### src/design/vtsg_pkg.sv
// Shared types and constants for the virtual time skew guard.
`timescale 1ns / 1ps

package vtsg_pkg;

	localparam int NUM_CPUS_DEF = 8;
	localparam int TL_W         = 64;
	localparam int DATA_W       = 32;
	localparam int PROD_W       = 2 * DATA_W;
	localparam int BOUND_W      = 40;
	localparam int CNT_W        = 8;
	localparam int CPU_FIELD_W  = 3;
	localparam int MODE_W       = 2;
	localparam int IN_DATA_W    = 104;
	localparam int OUT_DATA_W   = 136;
	localparam int STEP_W       = $clog2(PROD_W);

	localparam logic [BOUND_W-1:0] SKEW_RESET = BOUND_W'(1000000);
	localparam logic [CNT_W-1:0]   CNT_MAX    = '1;
	localparam logic [STEP_W-1:0]  DIV_LAST   = STEP_W'(PROD_W - 1);

	typedef enum logic [MODE_W-1:0] {
		MODE_JOIN   = 2'd0,
		MODE_LEAVE  = 2'd1,
		MODE_UPDATE = 2'd2,
		MODE_TICK   = 2'd3
	} mode_t;

	typedef enum logic {
		ALU_ADD = 1'b0,
		ALU_SUB = 1'b1
	} alu_op_t;

	typedef enum logic [3:0] {
		S_IDLE,
		S_LOAD,
		S_EXEC,
		S_MUL,
		S_DIV,
		S_ADD,
		S_REL_RD,
		S_REL_CMP,
		S_SCAN_RD,
		S_SCAN_CMP,
		S_DONE
	} state_t;

endpackage

### src/design/vtsg_alu.sv
// Shared add/subtract unit: division steps, timeline add and lead compares.
`timescale 1ns / 1ps

module vtsg_alu (
	input  vtsg_pkg::alu_op_t          op,
	input  logic [vtsg_pkg::TL_W-1:0]  a,
	input  logic [vtsg_pkg::TL_W-1:0]  b,
	output logic [vtsg_pkg::TL_W:0]    res
);
	import vtsg_pkg::*;

	// Top bit of a subtract is the borrow
	always_comb begin
		case (op)
			ALU_ADD: res = {1'b0, a} + {1'b0, b};
			ALU_SUB: res = {1'b0, a} - {1'b0, b};
			default: res = '0;
		endcase
	end

endmodule

### src/design/vtsg_tl_mem.sv
// Per-CPU timeline memory with registered read and per-entry valid bits.
`timescale 1ns / 1ps

module vtsg_tl_mem #(
	parameter int DEPTH = vtsg_pkg::NUM_CPUS_DEF,
	parameter int AW    = 3
) (
	input  logic                      clk,
	input  logic                      arst_n,
	input  logic                      we,
	input  logic [AW-1:0]             waddr,
	input  logic [vtsg_pkg::TL_W-1:0] wdata,
	input  logic [AW-1:0]             raddr,
	output logic [vtsg_pkg::TL_W-1:0] rdata
);
	import vtsg_pkg::*;

	logic [TL_W-1:0]  mem [DEPTH];
	logic [DEPTH-1:0] vld_q;
	logic [TL_W-1:0]  rd_data_q;
	logic             rd_vld_q;

	// Mark entries written since reset
	always_ff @(posedge clk or negedge arst_n) begin
		if (!arst_n) begin
			vld_q    <= '0;
			rd_vld_q <= 1'b0;
		end else begin
			if (we) begin
				vld_q[waddr] <= 1'b1;
			end
			rd_vld_q <= vld_q[raddr];
		end
	end

	// Write port and registered read port
	always_ff @(posedge clk) begin
		if (we) begin
			mem[waddr] <= wdata;
		end
		rd_data_q <= mem[raddr];
	end

	// Unwritten entries read as zero
	assign rdata = rd_vld_q ? rd_data_q : '0;

endmodule

### src/design/virtual_time_skew_guard.sv
// A run update uses the 64-step restoring divider on the shared add/subtract unit and then a
// release pass over the CPUs; a tick may scan the CPUs for one that leads by more than the
// bound. An out-of-range CPU goes straight to the result.
// One item at a time: the next item can be taken in the cycle after the result is registered, and a
// finished item waits in the output register while the next is taken.
// Reset is asynchronous, active low: timelines read zero, counts, active and waiting clear.
`timescale 1ns / 1ps

module virtual_time_skew_guard #(
	parameter int NUM_CPUS = vtsg_pkg::NUM_CPUS_DEF
) (
	input  logic                             clk,
	input  logic                             arst_n,
	input  logic                             cfg_wen,
	input  logic [vtsg_pkg::BOUND_W-1:0]     cfg_wdata,   // skew_bound
	input  logic                             s_tvalid,
	output logic                             s_tready,
	// cpu_index[2:0], has_task[3], run_delta[35:4], factor_faster[67:36],
	// factor_slower[99:68], zero fill
	input  logic [vtsg_pkg::IN_DATA_W-1:0]   s_tdata,
	input  logic [vtsg_pkg::MODE_W-1:0]      s_tuser,     // mode[1:0]
	output logic                             m_tvalid,
	input  logic                             m_tready,
	// timeline_now[63:0], scaled_delta[127:64], park_tasks[128], resume_tasks[129],
	// waits_on[132:130], must_sleep[133], fault[134], zero fill
	output logic [vtsg_pkg::OUT_DATA_W-1:0]  m_tdata
);
	import vtsg_pkg::*;

	localparam int IW = (NUM_CPUS > 1) ? $clog2(NUM_CPUS) : 1;
	localparam int CW = $clog2(NUM_CPUS + 1);
	localparam logic [CW-1:0] IDX_LAST = CW'(NUM_CPUS - 1);

	state_t state_q, state_d;

	// Item fields
	mode_t                  mode_q;
	logic [CPU_FIELD_W-1:0] c_q;
	logic                   has_task_q;
	logic [DATA_W-1:0]      delta_q;
	logic [DATA_W-1:0]      faster_q;
	logic [DATA_W-1:0]      slower_q;
	logic                   oor_q;

	// Working registers
	logic [TL_W-1:0]     tl_c_q;
	logic [PROD_W-1:0]   quo_q;
	logic [DATA_W-1:0]   rem_q;
	logic [STEP_W-1:0]   step_q;
	logic [CW-1:0]       idx_q;
	logic [NUM_CPUS-1:0] rel_mask_q;

	// Result flags
	logic [TL_W-1:0] scaled_q;
	logic            park_q;
	logic            resume_q;
	logic            sleep_q;
	logic            fault_q;

	// Per-CPU state
	logic [BOUND_W-1:0]  bound_q;
	logic [CNT_W-1:0]    cnt_q [NUM_CPUS];
	logic [NUM_CPUS-1:0] active_q;
	logic [NUM_CPUS-1:0] waiting_q;
	logic [IW-1:0]       target_q [NUM_CPUS];

	logic                  m_tvalid_q;
	logic [OUT_DATA_W-1:0] m_tdata_q;

	logic [IW-1:0]   c_idx;
	logic [IW-1:0]   i_idx;
	logic            in_range;
	logic            out_free;
	logic            release_c;
	logic            over;
	logic            scan_hit;
	logic [TL_W-1:0] lead;
	logic [DATA_W:0] div_t;
	logic            borrow;
	logic [PROD_W-1:0] prod;

	alu_op_t         alu_op;
	logic [TL_W-1:0] alu_a;
	logic [TL_W-1:0] alu_b;
	logic [TL_W:0]   alu_res;

	logic            mem_we;
	logic [TL_W-1:0] mem_wdata;
	logic [IW-1:0]   mem_raddr;
	logic [TL_W-1:0] mem_rdata;

	assign c_idx     = IW'(c_q);
	assign i_idx     = idx_q[IW-1:0];
	assign in_range  = int'(s_tdata[CPU_FIELD_W-1:0]) < NUM_CPUS;
	assign out_free  = !m_tvalid_q || m_tready;
	assign release_c = waiting_q[c_idx] && (target_q[c_idx] == c_idx);
	assign div_t     = {rem_q, quo_q[PROD_W-1]};
	assign borrow    = alu_res[TL_W];
	assign lead      = alu_res[TL_W-1:0];
	assign over      = !lead[TL_W-1] && (lead > {{(TL_W-BOUND_W){1'b0}}, bound_q});
	assign scan_hit  = active_q[i_idx] && over;
	assign prod      = {{(PROD_W-DATA_W){1'b0}}, delta_q} * {{(PROD_W-DATA_W){1'b0}}, slower_q};

	assign s_tready = (state_q == S_IDLE);
	assign m_tvalid = m_tvalid_q;
	assign m_tdata  = m_tdata_q;

	vtsg_alu u_alu (
		.op  (alu_op),
		.a   (alu_a),
		.b   (alu_b),
		.res (alu_res)
	);

	vtsg_tl_mem #(
		.DEPTH (NUM_CPUS),
		.AW    (IW)
	) u_tl_mem (
		.clk    (clk),
		.arst_n (arst_n),
		.we     (mem_we),
		.waddr  (c_idx),
		.wdata  (mem_wdata),
		.raddr  (mem_raddr),
		.rdata  (mem_rdata)
	);

	// Select operands for the shared unit
	always_comb begin
		alu_op = ALU_SUB;
		alu_a  = '0;
		alu_b  = '0;
		case (state_q)
			S_DIV: begin
				alu_a = {{(TL_W-DATA_W-1){1'b0}}, div_t};
				alu_b = {{(TL_W-DATA_W){1'b0}}, faster_q};
			end
			S_ADD: begin
				alu_op = ALU_ADD;
				alu_a  = tl_c_q;
				alu_b  = quo_q;
			end
			S_REL_CMP: begin
				alu_a = mem_rdata;
				alu_b = tl_c_q;
			end
			S_SCAN_CMP: begin
				alu_a = tl_c_q;
				alu_b = mem_rdata;
			end
			default: begin
				alu_op = ALU_SUB;
			end
		endcase
	end

	// Memory port control
	always_comb begin
		mem_we    = 1'b0;
		mem_wdata = '0;
		mem_raddr = i_idx;
		if (state_q == S_LOAD) begin
			mem_raddr = c_idx;
		end
		if (state_q == S_EXEC && mode_q == MODE_JOIN && !active_q[c_idx]) begin
			mem_we = 1'b1;
		end
		if (state_q == S_ADD) begin
			mem_we    = 1'b1;
			mem_wdata = alu_res[TL_W-1:0];
		end
	end

	// Sequencer state register
	always_ff @(posedge clk or negedge arst_n) begin
		if (!arst_n) begin
			state_q <= S_IDLE;
		end else begin
			state_q <= state_d;
		end
	end

	// Sequencer next state
	always_comb begin
		state_d = state_q;
		case (state_q)
			S_IDLE: begin
				if (s_tvalid) begin
					state_d = in_range ? S_LOAD : S_DONE;
				end
			end
			S_LOAD: state_d = S_EXEC;
			S_EXEC: begin
				case (mode_q)
					MODE_UPDATE: begin
						state_d = (has_task_q && faster_q != '0) ? S_MUL : S_DONE;
					end
					MODE_TICK: begin
						state_d = (!release_c && has_task_q) ? S_SCAN_RD : S_DONE;
					end
					default: state_d = S_DONE;
				endcase
			end
			S_MUL: state_d = S_DIV;
			S_DIV: begin
				if (step_q == DIV_LAST) begin
					state_d = S_ADD;
				end
			end
			S_ADD:     state_d = S_REL_RD;
			S_REL_RD:  state_d = S_REL_CMP;
			S_REL_CMP: state_d = (idx_q == IDX_LAST) ? S_DONE : S_REL_RD;
			S_SCAN_RD: state_d = S_SCAN_CMP;
			S_SCAN_CMP: begin
				state_d = (scan_hit || idx_q == IDX_LAST) ? S_DONE : S_SCAN_RD;
			end
			S_DONE: begin
				if (out_free) begin
					state_d = S_IDLE;
				end
			end
			default: state_d = S_IDLE;
		endcase
	end

	// Per-CPU control state, bound register and output valid
	always_ff @(posedge clk or negedge arst_n) begin
		if (!arst_n) begin
			bound_q    <= SKEW_RESET;
			active_q   <= '0;
			waiting_q  <= '0;
			m_tvalid_q <= 1'b0;
			for (int i = 0; i < NUM_CPUS; i++) begin
				cnt_q[i]    <= '0;
				target_q[i] <= IW'(i);
			end
		end else begin
			if (cfg_wen) begin
				bound_q <= cfg_wdata;
			end
			case (state_q)
				S_EXEC: begin
					case (mode_q)
						MODE_JOIN: begin
							if (cnt_q[c_idx] != CNT_MAX) begin
								cnt_q[c_idx] <= cnt_q[c_idx] + CNT_W'(1);
							end
							active_q[c_idx] <= 1'b1;
						end
						MODE_LEAVE: begin
							if (has_task_q && cnt_q[c_idx] != '0) begin
								cnt_q[c_idx] <= cnt_q[c_idx] - CNT_W'(1);
								if (cnt_q[c_idx] == CNT_W'(1)) begin
									active_q[c_idx] <= 1'b0;
								end
							end
						end
						MODE_TICK: begin
							if (release_c) begin
								waiting_q[c_idx] <= 1'b0;
							end
						end
						default: begin
						end
					endcase
				end
				S_REL_CMP: begin
					if (rel_mask_q[i_idx] && !over) begin
						target_q[i_idx] <= i_idx;
					end
				end
				S_SCAN_CMP: begin
					if (scan_hit) begin
						target_q[c_idx]  <= i_idx;
						waiting_q[c_idx] <= 1'b1;
					end
				end
				default: begin
				end
			endcase
			// Load a new result, else drop the one taken
			if (state_q == S_DONE && out_free) begin
				m_tvalid_q <= 1'b1;
			end else if (m_tready) begin
				m_tvalid_q <= 1'b0;
			end
		end
	end

	// Datapath: item capture, divider steps, scans and result packing
	always_ff @(posedge clk) begin
		case (state_q)
			S_IDLE: begin
				if (s_tvalid) begin
					mode_q     <= mode_t'(s_tuser);
					c_q        <= s_tdata[2:0];
					has_task_q <= s_tdata[3];
					delta_q    <= s_tdata[35:4];
					faster_q   <= s_tdata[67:36];
					slower_q   <= s_tdata[99:68];
					oor_q      <= !in_range;
					tl_c_q     <= '0;
					scaled_q   <= '0;
					park_q     <= 1'b0;
					resume_q   <= 1'b0;
					sleep_q    <= 1'b0;
					fault_q    <= 1'b0;
				end
			end
			S_EXEC: begin
				// First join zeroes the timeline
				tl_c_q <= (mode_q == MODE_JOIN && !active_q[c_idx]) ? '0 : mem_rdata;
				idx_q  <= '0;
				case (mode_q)
					MODE_JOIN: begin
						sleep_q <= waiting_q[c_idx];
					end
					MODE_UPDATE: begin
						if (!has_task_q) begin
							scaled_q <= {{(TL_W-DATA_W){1'b0}}, delta_q};
						end else if (faster_q == '0) begin
							fault_q <= 1'b1;
						end
					end
					MODE_TICK: begin
						resume_q <= release_c;
					end
					default: begin
					end
				endcase
			end
			S_MUL: begin
				quo_q  <= prod;
				rem_q  <= '0;
				step_q <= '0;
			end
			// One quotient bit per step
			S_DIV: begin
				quo_q  <= {quo_q[PROD_W-2:0], !borrow};
				rem_q  <= borrow ? div_t[DATA_W-1:0] : alu_res[DATA_W-1:0];
				step_q <= step_q + STEP_W'(1);
			end
			S_ADD: begin
				tl_c_q   <= alu_res[TL_W-1:0];
				scaled_q <= quo_q;
				idx_q    <= '0;
				for (int i = 0; i < NUM_CPUS; i++) begin
					rel_mask_q[i] <= waiting_q[i] && (target_q[i] == c_idx) &&
						(IW'(i) != c_idx);
				end
			end
			S_REL_CMP: begin
				idx_q <= idx_q + CW'(1);
			end
			S_SCAN_CMP: begin
				idx_q <= idx_q + CW'(1);
				if (scan_hit) begin
					park_q <= 1'b1;
				end
			end
			S_DONE: begin
				if (out_free) begin
					m_tdata_q <= {1'b0, fault_q, sleep_q,
						oor_q ? 3'b000 : 3'(target_q[c_idx]),
						resume_q, park_q, scaled_q, tl_c_q};
				end
			end
			default: begin
			end
		endcase
	end

	// Checks
	a_park_resume_excl: assert property (@(posedge clk) disable iff (!arst_n)
		state_q == S_DONE |-> !(park_q && resume_q))
		else $error("park and resume both set");

	a_fault_no_delta: assert property (@(posedge clk) disable iff (!arst_n)
		(state_q == S_DONE && fault_q) |-> (scaled_q == '0))
		else $error("fault with nonzero scaled delta");

	a_div_ends: assert property (@(posedge clk) disable iff (!arst_n)
		(state_q == S_DIV && step_q == DIV_LAST) |=> state_q == S_ADD)
		else $error("divider did not hand over to the add step");

	a_scan_on_tick: assert property (@(posedge clk) disable iff (!arst_n)
		state_q == S_SCAN_CMP |-> (has_task_q && mode_q == MODE_TICK))
		else $error("scan outside a tick with task");

endmodule
### config.mk
export PLATFORM = sky130hd
export DESIGN_NAME = virtual_time_skew_guard
export DESIGN_NICKNAME = d
export VERILOG_FILES = /design/src/design/vtsg_pkg.sv /design/src/design/vtsg_alu.sv /design/src/design/vtsg_tl_mem.sv /design/src/design/virtual_time_skew_guard.sv
export SDC_FILE = /design/constraint.sdc
export NUM_CORES = 2
export LEC_CHECK = 0
export BUFFER_PORTS_ARGS = -buffer_cell sky130_fd_sc_hd__buf_4
export CORE_MARGIN = 8
export CORE_UTILIZATION = 57
export CTS_BUF_LIST = sky130_fd_sc_hd__clkbuf_4
export DETAILED_ROUTE_END_ITERATION = 12
export GPL_TIMING_DRIVEN = 0
export PLACE_DENSITY = 0.8
export SYNTH_ARGS = -nofsm -noshare
export SYNTH_HDL_FRONTEND = slang
export SYNTH_SLANG_ARGS = --single-unit
### constraint.sdc
create_clock -name clk -period 7.9 [get_ports clk]
set_clock_uncertainty 0.1 [all_clocks]
set_input_delay 1.185 -clock clk [delete_from_list [all_inputs] [get_ports clk]]
set_output_delay 1.185 -clock clk [all_outputs]
set_load 0.01 [all_outputs]
Word level (Yosys, flattened, before mapping)
Memory sizes are Yosys's and may differ from the RTL's. A register that Yosys moved wholly into a read port is not among the register bits.
Cells that the tools add are included.

operators by class
  add/sub/neg operators = 6
  multiply operators = 1
  magnitude comparators = 9
  equality and inequality tests = 48
  muxes and demuxes = 85
  bitwise operators = 8
  reduce and logical (&&, ||, !) cells = 69

operators by type and width
  operator                                         count
  64-bit case mux with 3 select lines              3
  64-bit 2-to-1 mux                                8
  64-bit case mux with 2 select lines              2
  64-bit case mux with 4 select lines              1
  65-bit case mux with 2 select lines              1
  64-bit bitwise mux                               2
  64-bit by 64-bit adder with 65-bit output        1
  64-bit by 64-bit subtractor with 65-bit output   1
  64-bit by 40-bit > comparator with 1-bit output  1
  32-bit by 32-bit multiplier with 64-bit output   1
  8-bit 2-to-1 mux                                 8
  32-bit case mux with 2 select lines              1
  24-bit bitwise mux                               2
  24-bit 2-to-1 mux                                2
  24-bit case mux with 2 select lines              1
  4-bit case mux with 11 select lines              1
  32-bit zero test                                 1
  32-bit 2-to-1 mux                                1
  8-bit case mux with 2 select lines               2
  32-bit nonzero test                              1
  1-bit logical AND                                30
  3-bit == test                                    9
  8-bit binary-select mux with 3-bit select        1
  8-bit demux with 3-bit select                    1
  other kinds (49)                                 144

storage, ports and cells
  register bits after elaboration = 641
  RAM bits = 512
  input port bits = 151
  word-level logic and storage cells = 269
  memories kept = 1

memory list
  memory        words  bits a word  rd ports  clocked after memory_dff  wr ports  line               text
  u_tl_mem.mem  8      64           1         1                         1         vtsg_tl_mem.sv:18  logic [TL_W-1:0] mem [DEPTH];

Logic depth before layout (Yosys ltp)
  depth after elaboration = 11
  mapped depth = 47
  depth with buffers taken out = 42

Hierarchy
From an unflattened synthesis, not the netlist that was laid out.

second synthesis, totals
  cells, all modules = 7622
  area total of the unflattened synthesis = 88227.1 µm²

by module, submodules not included
  module                   instances  cells an instance  area each (µm²)  seq. area each (µm²)
  virtual_time_skew_guard  1          5881               61418.9          18256.3
  vtsg_tl_mem              1          910                21351.7          16881.2
  vtsg_alu                 1          831                5456.5           0.0

Least setup slack after synthesis
OpenSTA, ideal clock, no wires.

  path kind = register -> register
  start = reg state_q[0]
  end = reg target_q[12] (netlist bit)
  library setup time = 0.075 ns
  arrival = 8.283 ns
  required time = 7.725 ns
  slack = -0.558 ns
  stages on the path, launching flop included = 43
  path buffers = 4
  path through = dfrtp_1 > buf_2 > buf_2 > mux2i_1 > a2bb2oi_1 > o21ai_0 > nor3_1 > nand3_1 > or3_1 > or2_2 > inv_1 > nand3_1 > o21ai_0 > xnor2_1 > ha_1 > clkbuf_1 > nand2_1 > nor2_1 > [... 7 more ...] > o21ai_0 > a31oi_1 > xor2_1 > inv_1 > ha_1 > and4_1 > a221o_1 > a211oi_1 > a31oi_1 > a211oi_2 > o221ai_2 > a2111oi_2 > nand4_1 > o31ai_2 > mux2i_1 > buf_2 > nor2_1 > a2bb2oi_1

on the way
  word-level cells in the longest chain between the ends = 11
  elaborated cells between the ends (all ways) = 22
  classes of those cells = add/sub (2); order compare (1); eq/ne (6); mux (5); reduce/logical (8)

RTL lines
  what                                                                                                         line                                                            text
  from (decl)                                                                                                  virtual_time_skew_guard.sv:34                                   state_t state_q, state_d;
  from (signal assigned)                                                                                       virtual_time_skew_guard.sv:179                                  state_q <= state_d;
  4-bit by 3-bit == test with 1-bit output or 4-bit == test (tied branches)                                    virtual_time_skew_guard.sv:133, virtual_time_skew_guard.sv:241
  2-bit OR reduction (no line)                                                                                 -
  64-bit case mux with 3 select lines                                                                          virtual_time_skew_guard.sv:133                                  case (state_q)
  64-bit by 64-bit subtractor with 65-bit output or 64-bit by 64-bit adder with 65-bit output (tied branches)  vtsg_alu.sv:16, vtsg_alu.sv:15
  65-bit case mux with 2 select lines                                                                          vtsg_alu.sv:14                                                  case (op)
  64-bit by 40-bit > comparator with 1-bit output or 1-bit zero test (tied branches)                           virtual_time_skew_guard.sv:100                                  assign over = !lead[TL_W-1] && (lead > {{(TL_W-BOUND_W){1'b0}}, bound_q});
  1-bit logical AND                                                                                            virtual_time_skew_guard.sv:100
  1-bit zero test                                                                                              virtual_time_skew_guard.sv:268                                  if (rel_mask_q[i_idx] && !over) begin
  1-bit logical AND                                                                                            virtual_time_skew_guard.sv:268
  2-bit != test (no line)                                                                                      -
  3-bit AND reduction (no line)                                                                                -
  to (signal, indexed assignment)                                                                              virtual_time_skew_guard.sv:235                                  target_q[i] <= IW'(i);
  to (signal, indexed assignment)                                                                              virtual_time_skew_guard.sv:269                                  target_q[i_idx] <= i_idx;
  to (signal, indexed assignment)                                                                              virtual_time_skew_guard.sv:274                                  target_q[c_idx] <= i_idx;
  to (decl)                                                                                                    virtual_time_skew_guard.sv:65                                   logic [IW-1:0] target_q [NUM_CPUS];

Parallel ways exist; a longest one is shown, timed or not.
A chain may end at the register's enable or synchronous reset.

==> flow_summary_export.csv <==
group,metric,value,unit
sta,whs,0.186,ns
placed_design,place_congestion,1.02,
global_route,grt_max_degree,110,
routing,postRouteAntennaNets,0,
yosys,netlist_area,87700,sq um
yosys,seq_area_frac_synth,0.401,
cts,clk_pin_slew,0.07,ns
global_route,grt_overflow,0,
global_route,grt_pass1_wl,469,mm
run_status,status,"finished, violations left",
yosys,synth_edf_count,995,
worst_setup_path,slowest_stage,"or3_4",
worst_setup_path,rrSetupSlack,-1.12,ns
worst_setup_path,crit_path_start_kind,"flop",
sta,period_share,1.14,
worst_setup_path,r2r-start,"state_q[3]",
yosys,synthCells,7845,
min_path,hold_path_class,"primary input to flop",
routing,drt-initial-drc-count,8562,
min_path,hold_depth,3,
floorplanning,rows,144,
placed_design,port_buffers,282,
global_route,grt_pass1_vias,71200,
worst_setup_path,r2r_cells,45,
min_path,worstHoldEndpoint,"m_tvalid",
cts,clkLatencyLatePin,1.40,ns
floorplanning,core_area,154000,sq um
cells_and_area,nFillCells,11100,
yosys,synth_area_per_cell,11.2,sq um
worst_setup_path,critPathMaxFanout,6,
run_status,failed_checks,"setup timing",
cts,cts_made_buffers,329,
sta,hold_viol,0,
sta,max_freq,0.111,GHz
routing,dr.pass1.iters,6,
floorplanning,start_util,0.571,
routing,via_per_inst,6.22,
floorplanning,die_w,408,um
floorplanning,die-area,167000,sq um
sta,slew_headroom,0.0206,
floorplanning,io_pins,289,
cells_and_area,layout_commonest_cell,"nand2_1",
cells_and_area,regArea,35100,sq um
routing,drc_errors,0,
sta,tightestPinTransition,1.47,ns
worst_setup_path,critPathKind,"flop to flop",
floorplanning,die_y,408,um
yosys,synthFlopType,"edfxtp_1",
worst_setup_path,cp.required,9.00,ns
cells_and_area,multiInputGateArea,49400,sq um
global_route,gr-usage-all-layers,0.384,
cts,cts.sink_count,1217,
cells_and_area,drive_gt1_frac,0.246,
routing,drt_wl_total,329,mm
cts,htree_levels,5,
cells_and_area,final_cell_mix,"nand2_1, inv_1, edfxtp_1",
sta,final_max_slew_viol_count,0,
cts,clockRootBuffer,"clkbuf_4",
sta,setup_viol,59,
routing,vias,70000,
cells_and_area,areaGrowthSynthToFinish,21.2,%
min_path,hp-start,"m_tready",
cts,clk_path_buf_depth,4,
yosys,yosysWarnings,0,
worst_setup_path,arrival,10.13,ns
sta,fin_crit,9.02,ns
placed_design,hpwl,244,mm
cts,cts_tree,"built",
yosys,ys_types,105,
cells_and_area,fin_nets,10400,
worst_setup_path,path_common_cell,"nor2_4",
job,drv_cap,0,
worst_setup_path,cp-end-kind,"flop",
sta,timing.final.ws_setup,-1.12,ns
routing,wl_per_cell,29.2,um
yosys,syn_nets,9266,
worst_setup_path,worst_path_largest_cell_delay,0.45,ns
yosys,synthArstFlopShare,0.130,
global_route,antenna_found_initial,29,
yosys,synth.ff_latch_count,1217,
sta,rsz0062_at_grt,"yes",
cells in the mapped netlist (all sizes together), types with 19 or more instances:
cell type	n	area, sq um
nand2	1257	4720
inv	1092	4100
edfxtp	995	29900
fa	897	18000
ha	373	4670
clkbuf	365	1370
nor2	303	1150
a21oi	291	1480
and2	282	1760
o21ai	248	1240
mux4	156	3510
dfrtp	139	3480
mux2	138	1550
xnor2	115	1010
nand3	92	465
xor2	92	806
buf	78	408
o22ai	68	425
a21o	67	503
dfxtp	64	1280
nor3	51	272
nand4	47	294
a31oi	46	288
o211ai	43	328
mux2i	38	380
o21bai	34	255
nand2b	32	200
nor2b	32	200
a22o	27	236
nor4	25	169
and3	24	150
a211o	23	201
o21a	23	173
or2	22	138
o31ai	21	168
a211oi	19	153
dfstp	19	499
layout make-up:
class,count,area share
timing repair buffer,816,0.0706
multi-input combinational,5090,0.465
inverter,1095,0.0389
tap,2044,0.0241
sequential,1217,0.331
antenna,23,0.000542
clock buffer,481,0.0340
clock inverter,91,0.00471
buffer,407,0.0315
kinds of logic (layout without fill, tap and decap cells):
group / count (synthesis) / after routing / synth area share
other: 1 / 24 / 0.0000428
buffers and inverters: 1538 / 2890 / 0.0671
XOR/XNOR: 207 / 207 / 0.0207
adder cells (fa/ha/maj): 1270 / 1270 / 0.258
flip-flops: 1217 / 1217 / 0.401
AO/OA/AOI/OAI: 1055 / 1055 / 0.0774
multiplexers: 332 / 332 / 0.0621
AND/OR/NAND/NOR: 2225 / 2225 / 0.114
flip-flops by register name (all words and copies together) (netlist names), 24 cells and up, named ones only:
signal              flops
target_q               24
slower_q               32
tl_c_q                 64
u_tl_mem.rd_data_q     64
u_tl_mem.mem          512
quo_q                  64
rem_q                  32
delta_q                32
bound_q                40
m_tdata               135
faster_q               32
cnt_q                  64
scaled_q               64
per-layer routing:
| layer | vias up | track usage | part of all wire |
|---|---|---|---|
| li1 | 28700 | - | - |
| met1 | 35000 | 0.504 | 0.36 |
| met2 | 5128 | 0.569 | 0.43 |
| met3 | 1119 | 0.120 | 0.13 |
| met4 | 10 | 0.214 | 0.070 |
| met5 | - | 0 | 0.00021 |
worst max-delay path: cells and delay by family, from the launching register on:
family	cells	cell delay, ns
AO/OA/AOI/OAI	18	3.73
flip-flops	1	0.39
AND/OR/NAND/NOR	15	2.26
XOR/XNOR	2	0.49
adder cells (fa/ha/maj)	2	0.57
multiplexers	1	0.29
buffers and inverters	7	0.99
worst max-delay path by stage:
stage                       startpoint            to  slack [ns]  cells past startpoint
after floorplan            delta_q[25]     quo_q[62]      0.0008                     32
after global placement      state_q[3]   target_q[0]       -5.73                     41
after detailed placement    state_q[3]  target_q[12]       -4.97                     43
after CTS                 slower_q[11]     quo_q[56]       -0.83                     31
after global routing        state_q[3]          flop       -1.25                     47
final                       state_q[3]          flop       -1.12                     45
what timing repair did:
item                                   4_1_cts  5_1_grt
endpoints found under the hold margin      191        0
hold buffers                               143        0
setup buffers                              240      130
cloned                                       3        2
resized for setup                          789      404
setup endpoints to repair                  560      109
pin swaps                                  202      278
stage by stage:
stage	util	setup TNS (ns)	setup slack [ns]	cell area [sq um]	std cells
after global placement	0.604	-2238.85	-5.73	92700	10200
after detailed placement	0.609	-472.18	-4.97	93500	10200
after floorplan	-	0	0.000832	88100	7845
after CTS	0.678	-34.16	-0.827	104000	11100
after global routing	0.692	-56.38	-1.25	106000	11300
final	0.692	-47.95	-1.12	106000	11300
Power is not shown: default switching activity piles up to over one toggle a cycle in this logic, so the estimate is an artifact.
